==> src/hw/rtl/word_bitmap_heap_allocator_macros.svh <==
// assertion helpers for the heap allocator
`ifndef WORD_BITMAP_HEAP_ALLOCATOR_MACROS_SVH
`define WORD_BITMAP_HEAP_ALLOCATOR_MACROS_SVH
`ifndef SYNTHESIS
`define WBHA_ASSERT(lbl, prop, msg) \
   lbl: assert property (@(posedge clock) disable iff (reset) prop) else $error(msg);
`define WBHA_ASSERT_ALWAYS(lbl, prop, msg) \
   lbl: assert property (@(posedge clock) prop) else $error(msg);
`else
`define WBHA_ASSERT(lbl, prop, msg)
`define WBHA_ASSERT_ALWAYS(lbl, prop, msg)
`endif
`endif

==> src/hw/rtl/wbha_pkg.sv <==
package wbha_pkg;

   localparam int MEM_WORDS   = 1024;
   localparam int SLOTS       = 1024;
   localparam int ENTRIES     = 1024;
   localparam int TABLE_LIMIT = 1000;

   localparam int ADDR_W   = 10;
   localparam int SLOT_W   = 10;
   localparam int IDX_W    = 10;
   localparam int TOP_W    = 11;
   localparam int USED_W   = 11;
   localparam int CNT_W    = 13;
   localparam int TYPE_W   = 2;
   localparam int MODE_W   = 3;
   localparam int STATUS_W = 3;
   localparam int HEAP_W   = 11;
   localparam int ENT_W    = ADDR_W + TYPE_W + CNT_W;

   localparam logic [TOP_W-1:0]  TOP_MAX    = TOP_W'(MEM_WORDS);
   localparam logic [USED_W-1:0] USED_LIMIT = USED_W'(TABLE_LIMIT);

   localparam logic [2:0] ELEM_BYTES [4] = '{3'd1, 3'd1, 3'd3, 3'd4};

   localparam logic [MODE_W-1:0] MODE_ALLOC_SCALAR = 3'd0;
   localparam logic [MODE_W-1:0] MODE_ALLOC_ARRAY  = 3'd1;
   localparam logic [MODE_W-1:0] MODE_FREE         = 3'd2;
   localparam logic [MODE_W-1:0] MODE_COMPACT      = 3'd3;
   localparam logic [MODE_W-1:0] MODE_LOOKUP       = 3'd4;

   localparam logic [STATUS_W-1:0] STAT_OK         = 3'd0;
   localparam logic [STATUS_W-1:0] STAT_TAKEN      = 3'd1;
   localparam logic [STATUS_W-1:0] STAT_NO_MEM     = 3'd2;
   localparam logic [STATUS_W-1:0] STAT_TABLE_FULL = 3'd3;
   localparam logic [STATUS_W-1:0] STAT_EMPTY      = 3'd4;
   localparam logic [STATUS_W-1:0] STAT_BAD_MODE   = 3'd5;

   typedef enum logic [4:0] {
      ST_CLEAR, ST_IDLE, ST_SLOT, ST_DISP, ST_ENT, ST_RUN, ST_ABIND,
      ST_SC_RD, ST_SC_CK, ST_C_IRD, ST_C_ICK, ST_C_JRD, ST_C_JCK,
      ST_C_OWN, ST_C_ENT, ST_C_CLR, ST_C_SET, ST_C_FIN, ST_RETRY, ST_DONE
   } state_type;

   typedef enum logic [1:0] {MA_W, MA_I, MA_J} mark_addr_type;
   typedef enum logic [2:0] {MW_NONE, MW_RUN, MW_SCAN, MW_MV_CLR, MW_MV_SET} mark_wr_type;
   typedef enum logic [1:0] {OW_NONE, OW_SCAN, OW_ARR, OW_MV} own_wr_type;
   typedef enum logic [1:0] {SW_NONE, SW_BIND, SW_FREE} slot_wr_type;
   typedef enum logic [1:0] {EW_NONE, EW_SCAN, EW_ARR, EW_MV} ent_wr_type;
   typedef enum logic {EA_SLOT, EA_OWNER} ent_addr_type;
   typedef enum logic [2:0] {RL_NONE, RL_CODE, RL_ENT, RL_SCAN, RL_ARR} res_type;
   typedef enum logic [1:0] {RS_NONE, RS_FREE, RS_ARR} run_type;

   typedef struct packed {
      logic                clr_step;
      logic                latch_req;
      mark_addr_type       mark_addr;
      mark_wr_type         mark_wr;
      own_wr_type          own_wr;
      slot_wr_type         slot_wr;
      ent_wr_type          ent_wr;
      ent_addr_type        ent_addr;
      logic                w_clr;
      logic                w_inc;
      logic                i_init;
      logic                i_inc;
      logic                j_from_i;
      logic                j_inc;
      logic                mv_own;
      logic                mv_ent;
      logic                k_inc;
      run_type             run_start;
      logic                run_step;
      logic                top_scan;
      logic                top_arr;
      logic                top_cmp;
      res_type             res;
      logic [STATUS_W-1:0] res_code;
      logic                rsp_load;
   } cmd_type;

   typedef struct packed {
      logic [MODE_W-1:0] mode;
      logic              clr_last;
      logic              table_full;
      logic              slot_valid;
      logic              mark_bit;
      logic              w_end;
      logic              i_end;
      logic              j_end;
      logic              mv_done;
      logic              run_done;
      logic              arr_fits;
   } stat_type;

   // words needed for count elements of the given type, rounded up
   function automatic logic [CNT_W-1:0] words_of(input logic [TYPE_W-1:0] etype,
                                                 input logic [CNT_W-1:0] count);
      logic [15:0] bytes;
      logic [15:0] sum;
      bytes = 16'(count) * 16'(ELEM_BYTES[etype]);
      sum   = bytes + 16'd3;
      return sum[14:2];
   endfunction

endpackage

==> src/hw/rtl/wbha_ctrl.sv <==
`include "word_bitmap_heap_allocator_macros.svh"

module wbha_ctrl import wbha_pkg::*; (
   input  logic     clock,
   input  logic     reset,
   input  logic     req_valid,
   output logic     req_ready,
   output logic     rsp_valid,
   input  logic     rsp_ready,
   input  stat_type st,
   output cmd_type  cmd
);

   state_type state_ff, state_in;
   logic      retry_ff, retry_in;
   logic      rsp_valid_ff, rsp_valid_in;

   assign rsp_valid = rsp_valid_ff;

   always_ff @(posedge clock) begin
      if (reset) begin
         state_ff     <= ST_CLEAR;
         retry_ff     <= 1'b0;
         rsp_valid_ff <= 1'b0;
      end else begin
         state_ff     <= state_in;
         retry_ff     <= retry_in;
         rsp_valid_ff <= rsp_valid_in;
      end
   end

   always_comb begin
      cmd       = '0;
      state_in  = state_ff;
      retry_in  = retry_ff;
      req_ready = 1'b0;
      unique case (state_ff)
         ST_CLEAR: begin
            cmd.clr_step = 1'b1;
            if (st.clr_last) state_in = ST_IDLE;
         end
         ST_IDLE: begin
            req_ready = 1'b1;
            if (req_valid) begin
               cmd.latch_req = 1'b1;
               state_in      = ST_SLOT;
            end
         end
         ST_SLOT: state_in = ST_DISP;
         ST_DISP: begin
            cmd.ent_addr = EA_SLOT;
            if (st.mode == MODE_ALLOC_SCALAR || st.mode == MODE_ALLOC_ARRAY) begin
               if (st.table_full) begin
                  cmd.res      = RL_CODE;
                  cmd.res_code = STAT_TABLE_FULL;
                  state_in     = ST_DONE;
               end else if (st.slot_valid) begin
                  state_in = ST_ENT;
               end else if (st.mode == MODE_ALLOC_SCALAR) begin
                  cmd.w_clr = 1'b1;
                  state_in  = ST_SC_RD;
               end else if (st.arr_fits) begin
                  cmd.run_start = RS_ARR;
                  state_in      = ST_RUN;
               end else begin
                  cmd.i_init = 1'b1;
                  retry_in   = 1'b1;
                  state_in   = ST_C_IRD;
               end
            end else if (st.mode == MODE_FREE || st.mode == MODE_LOOKUP) begin
               if (!st.slot_valid) begin
                  cmd.res      = RL_CODE;
                  cmd.res_code = STAT_EMPTY;
                  state_in     = ST_DONE;
               end else begin
                  state_in = ST_ENT;
               end
            end else if (st.mode == MODE_COMPACT) begin
               cmd.i_init = 1'b1;
               retry_in   = 1'b0;
               state_in   = ST_C_IRD;
            end else begin
               cmd.res      = RL_CODE;
               cmd.res_code = STAT_BAD_MODE;
               state_in     = ST_DONE;
            end
         end
         ST_ENT: begin
            cmd.res      = RL_ENT;
            cmd.res_code = (st.mode == MODE_ALLOC_SCALAR || st.mode == MODE_ALLOC_ARRAY)
                           ? STAT_TAKEN : STAT_OK;
            if (st.mode == MODE_FREE) begin
               cmd.run_start = RS_FREE;
               cmd.slot_wr   = SW_FREE;
               state_in      = ST_RUN;
            end else begin
               state_in = ST_DONE;
            end
         end
         ST_RUN: begin
            if (st.run_done) begin
               state_in = (st.mode == MODE_ALLOC_ARRAY) ? ST_ABIND : ST_DONE;
            end else begin
               cmd.mark_wr  = MW_RUN;
               cmd.run_step = 1'b1;
            end
         end
         ST_ABIND: begin
            cmd.own_wr  = OW_ARR;
            cmd.slot_wr = SW_BIND;
            cmd.ent_wr  = EW_ARR;
            cmd.top_arr = 1'b1;
            cmd.res     = RL_ARR;
            state_in    = ST_DONE;
         end
         ST_SC_RD: begin
            cmd.mark_addr = MA_W;
            if (st.w_end) begin
               cmd.res      = RL_CODE;
               cmd.res_code = STAT_NO_MEM;
               state_in     = ST_DONE;
            end else begin
               state_in = ST_SC_CK;
            end
         end
         ST_SC_CK: begin
            if (st.mark_bit) begin
               cmd.w_inc = 1'b1;
               state_in  = ST_SC_RD;
            end else begin
               cmd.mark_wr  = MW_SCAN;
               cmd.own_wr   = OW_SCAN;
               cmd.slot_wr  = SW_BIND;
               cmd.ent_wr   = EW_SCAN;
               cmd.top_scan = 1'b1;
               cmd.res      = RL_SCAN;
               state_in     = ST_DONE;
            end
         end
         ST_C_IRD, ST_C_JRD: begin
            cmd.mark_addr = (state_ff == ST_C_IRD) ? MA_I : MA_J;
            if ((state_ff == ST_C_IRD) ? st.i_end : st.j_end) begin
               cmd.top_cmp = 1'b1;
               if (retry_ff) begin
                  state_in = ST_RETRY;
               end else begin
                  cmd.res      = RL_CODE;
                  cmd.res_code = STAT_OK;
                  state_in     = ST_DONE;
               end
            end else begin
               state_in = (state_ff == ST_C_IRD) ? ST_C_ICK : ST_C_JCK;
            end
         end
         ST_C_ICK: begin
            if (st.mark_bit) begin
               cmd.i_inc = 1'b1;
               state_in  = ST_C_IRD;
            end else begin
               cmd.j_from_i = 1'b1;
               state_in     = ST_C_JRD;
            end
         end
         ST_C_JCK: begin
            if (!st.mark_bit) begin
               cmd.j_inc = 1'b1;
               state_in  = ST_C_JRD;
            end else begin
               state_in = ST_C_OWN;
            end
         end
         ST_C_OWN: begin
            cmd.ent_addr = EA_OWNER;
            cmd.mv_own   = 1'b1;
            state_in     = ST_C_ENT;
         end
         ST_C_ENT: begin
            cmd.mv_ent = 1'b1;
            state_in   = ST_C_CLR;
         end
         // clear the old word before setting the new one, overlapping runs rely on it
         ST_C_CLR: begin
            if (st.mv_done) begin
               state_in = ST_C_FIN;
            end else begin
               cmd.mark_wr = MW_MV_CLR;
               state_in    = ST_C_SET;
            end
         end
         ST_C_SET: begin
            cmd.mark_wr = MW_MV_SET;
            cmd.k_inc   = 1'b1;
            state_in    = ST_C_CLR;
         end
         ST_C_FIN: begin
            cmd.ent_wr = EW_MV;
            cmd.own_wr = OW_MV;
            state_in   = ST_C_IRD;
         end
         ST_RETRY: begin
            if (st.arr_fits) begin
               cmd.run_start = RS_ARR;
               state_in      = ST_RUN;
            end else begin
               cmd.res      = RL_CODE;
               cmd.res_code = STAT_NO_MEM;
               state_in     = ST_DONE;
            end
         end
         ST_DONE: begin
            if (!rsp_valid_ff || rsp_ready) begin
               cmd.rsp_load = 1'b1;
               state_in     = ST_IDLE;
            end
         end
         default: state_in = ST_IDLE;
      endcase
   end

   always_comb begin
      if (cmd.rsp_load) rsp_valid_in = 1'b1;
      else if (rsp_ready) rsp_valid_in = 1'b0;
      else rsp_valid_in = rsp_valid_ff;
   end

   `WBHA_ASSERT(a_accept_to_slot, req_valid && req_ready |=> state_ff == ST_SLOT, "accept did not start slot read")
   `WBHA_ASSERT(a_load_free, cmd.rsp_load |-> (!rsp_valid_ff || rsp_ready), "result overwritten")
   `WBHA_ASSERT(a_clear_once, state_ff != ST_CLEAR |=> state_ff != ST_CLEAR, "clearing pass reentered")

endmodule

==> config.mk <==
export PLATFORM = sky130hd
export DESIGN_NAME = wbha_ctrl
export DESIGN_NICKNAME = d
export VERILOG_FILES = /design/src/hw/rtl/wbha_pkg.sv /design/src/hw/rtl/wbha_ctrl.sv
export VERILOG_INCLUDE_DIRS = /design/src /design/src/hw/rtl
export SDC_FILE = /design/constraint.sdc
export NUM_CORES = 1
export LEC_CHECK = 0
export ABC_AREA = 1
export BUFFER_PORTS_ARGS = -buffer_cell sky130_fd_sc_hd__buf_2
export CORE_MARGIN = 3
export CORE_UTILIZATION = 51
export CTS_BUF_LIST = sky130_fd_sc_hd__clkbuf_4
export DETAILED_ROUTE_END_ITERATION = 10
export PLACE_DENSITY = 0.94
export SKIP_LAST_GASP = 1
export SLEW_MARGIN = 40
export SYNTH_ARGS = -nofsm -noshare
export SYNTH_HDL_FRONTEND = slang
export SYNTH_SLANG_ARGS = --single-unit
==> constraint.sdc <==
create_clock -name clock -period 3.4 [get_ports clock]
set_input_delay 0.68 -clock clock [delete_from_list [all_inputs] [get_ports clock]]
set_output_delay 0.68 -clock clock [all_outputs]
set_load 0.02 [all_outputs]
==> summary.md <==
| Metric | Value |
|---|---|
| Clock sinks | `7` |
| CP Launch Type | `input pin` |
| Post-synth top area share | `20.8%` |
| RSZ-0062 raised after global routing | `no` |
| Worst Skew | `0.00661 ns` |
| Die Ht | `about 54 um` |
| Most used DFF post-synth | `dfxtp_1` |
| CORE AREA | `2060 um^2` |
| Ports | `55` |
| Die X | `~54 um` |
| Final instance area | `1460 um^2` |
| Adder-cell share of the synthesized area | `0%` |
| Critical Path Sink Type | `primary output` |
| Async set or reset register ratio after synthesis | `0%` |
| Antenna violations before repair | `0` |
| Total die area | `between 2000 and 3000 um^2` |
| Row Count | `16` |
| Dpl cell area | `approximately 1400 um^2` |
| Synth Area in Compound Gates | `between 10% and 20%` |
| Combined area of the multi-input logic cells | `805 um^2` |
| Post-Synth Simple-Gate Area | `56.3%` |
| Relative slew slack | `roughly three quarters` |
| CTS tree | `yes` |
| Most area-consuming cells after synthesis | `nand2_1, inv_1, nor2_1` |
| Peak VDD IR | `337 uV` |
| Unique masters post-synth | `25` |
| Final GP Congestion | `approximately 0.94` |
| Area grow syn2layout | `24.0%` |
| Syn. warnings | `0` |
| Antenna-violating nets left | `0` |
| Final Util | `70.6%` |
| Outcome | `finished clean` |
| Largest net degree at the start of global routing | `11` |
| First-pass GRT wire length | `5660 um` |
| Critical path required time | `2.72 ns` |
| Fmax | `380 MHz` |
| Post-synthesis mux area share | `0%` |
| PwrDens | `398 nW/um^2` |
| Synth top cells by count | `nand2_1, inv_1, nor2_1, nand3_1, o21ai_0` |
| TNS Setup | `0 ns` |
| Syn Nets | `255` |
| Yosys top cell by area | `nand2_1` |
| Avg WL per Cell | `11.6 um` |
| Crit Path Class | `in -> out` |
| Count leader, synth | `nand2_1` |
| Crit path DAT | `slightly below 2 ns` |
| Post-DP HPWL | `3140 um` |
| LEAKAGE | `1.03 nW` |
| Share of cells above drive strength 1 | `24.5%` |
| Final setup vio count | `0` |
| Largest family of logic cells by synthesized area | `simple AND/OR/NAND/NOR gates` |
| Setup Fix Bufs, Post-CTS | `0` |
| Port-buffer cells | `54` |
| Vias in the first global route | `1,394` |
| DRC | `0` |
| Worst-Margin Slew | `0.401 ns` |
| Clock buffer depth | `2` |
| DR vias | `~1,600` |
| Post-CTS sizing | `0` |
| Synth Area in XOR/XNOR | `0%` |
| Max Slew Vio Count | `0` |
| Min-delay worst type | `reg -> reg` |
| Grt total ovfl | `0` |
| Depth of the CTS H-tree | `1` |
| CP max FO | `4` |
| Hold Buf Count CTS | `0` |
| Post-synthesis register bit count | `7` |
| Final Cycle Share | `77.4%` |
| DRT iter0 DRCs | `71` |
| Drt pass-1 iters | `4` |
| Nets | `308` |
| Sequential Area | `140 um^2` |
| Worst-path clk slew | `0.05 ns` |
| GR Util All Layers | `about a quarter` |
| Max-Cap Viols | `0` |
| Starting density of the core | `56.9%` |
| Filler Cells Inserted | `226` |
| Cell area after synthesis | `around 1200 um^2` |
| Register area share after synthesis | `11.9%` |
| Diode count | `0` |
| Synthesized area per cell | `between 4 and 5 um^2` |
| Routed WL | `3660 um` |
| Post-synth EDFFs | `0` |
| Pre-CTS setup slack | `slightly below 0.8 ns` |
| Final Hold Fails | `0` |
| Worst-Skew Late Latency | `0.26 ns` |
| CTS Root Cell | `clkbuf_4` |
| Post-route setup slack | `0.770 ns` |
| Vias per Instance | `5.16` |
| Synth Instances | `238` |
| Crit path time final | `around 2.6 ns` |
| CTS buffer count | `3` |
kinds of logic (layout without fill, tap and decap cells):
| family | Yosys count | count (layout) |
|---|---|---|
| buffers and inverters | 53 | 105 |
| flip-flops | 7 | 7 |
| AO/OA/AOI/OAI | 26 | 26 |
| AND/OR/NAND/NOR | 152 | 152 |
worst paths after layout:
path,depth (start not counted),end,from,slack (ns)
setup / recovery,9,cmd[12],st[11],0.77
hold / removal,2,retry_ff,retry_ff,0.48
setup reg to reg,9,state_ff[0],state_ff[4],1.66
hold reg to reg,2,retry_ff,retry_ff,0.48
layout make-up:
class                      instances  share of cell area (%)
timing repair buffer              54                    18.6
multi-input combinational        178                    55.3
sequential                         7                    9.63
clock buffer                       4                    2.06
tap                               27                    2.32
inverter                          47                    12.1
report_power, final:
group / leakage (nW) / switching [mW] / internal (mW) / total [mW]
Combinational: 0.953 / 0.262 / 0.112 / 0.374
Sequential: 0.0568 / 0.0244 / 0.0961 / 0.120
Clock: 0.0184 / 0.0316 / 0.0528 / 0.0844
Total: 1.03 / 0.318 / 0.261 / 0.579
sequential cells by signal, indices dropped and copies added, names as in the netlist:
| name | flops |
|---|---|
| state_ff | 5 |
| retry_ff | 1 |
| rsp_valid | 1 |
layer usage:
metal | track usage (%) | part of all wire, %
met3 | 6.09 | 12
met1 | 31.9 | 39
met2 | 46.8 | 48
met4 | 7.88 | 1.7
met5 | 0 | 0
cell usage in the layout (no fill, tap or decap), drive strengths merged:
| cell | count |
|---|---|
| o21a | 1 |
| nand4 | 2 |
| o41ai | 1 |
| a21oi | 8 |
| nand2 | 67 |
| clkbuf | 4 |
| dfxtp | 7 |
| inv | 47 |
| and3 | 1 |
| or2 | 1 |
| nor2 | 53 |
| o21ai | 13 |
| a21boi | 1 |
| nor3 | 5 |
| o211ai | 1 |
| buf | 54 |
| o21bai | 1 |
| nand3 | 23 |
metrics by stage:
step	hold WS [ns]	power (mW)	cells
6_report	0.479	0.579	317
5_1_grt	0.490	0.631	317
4_1_cts	0.478	0.578	317
3_5_place_dp	0.472	0.492	313
3_3_place_gp	0.449	0.489	313
2_1_floorplan	0.429	0.392	238
critical path: stages:
cell and delay [ns]:
buf_2 0.11, inv_1 0.10, nand2_1 0.11, nor2_1 0.21
inv_1 0.08, nor2_1 0.10, inv_1 0.07, o41ai_1 0.25
buf_2 0.23
Power figures use the tool's default switching activity.
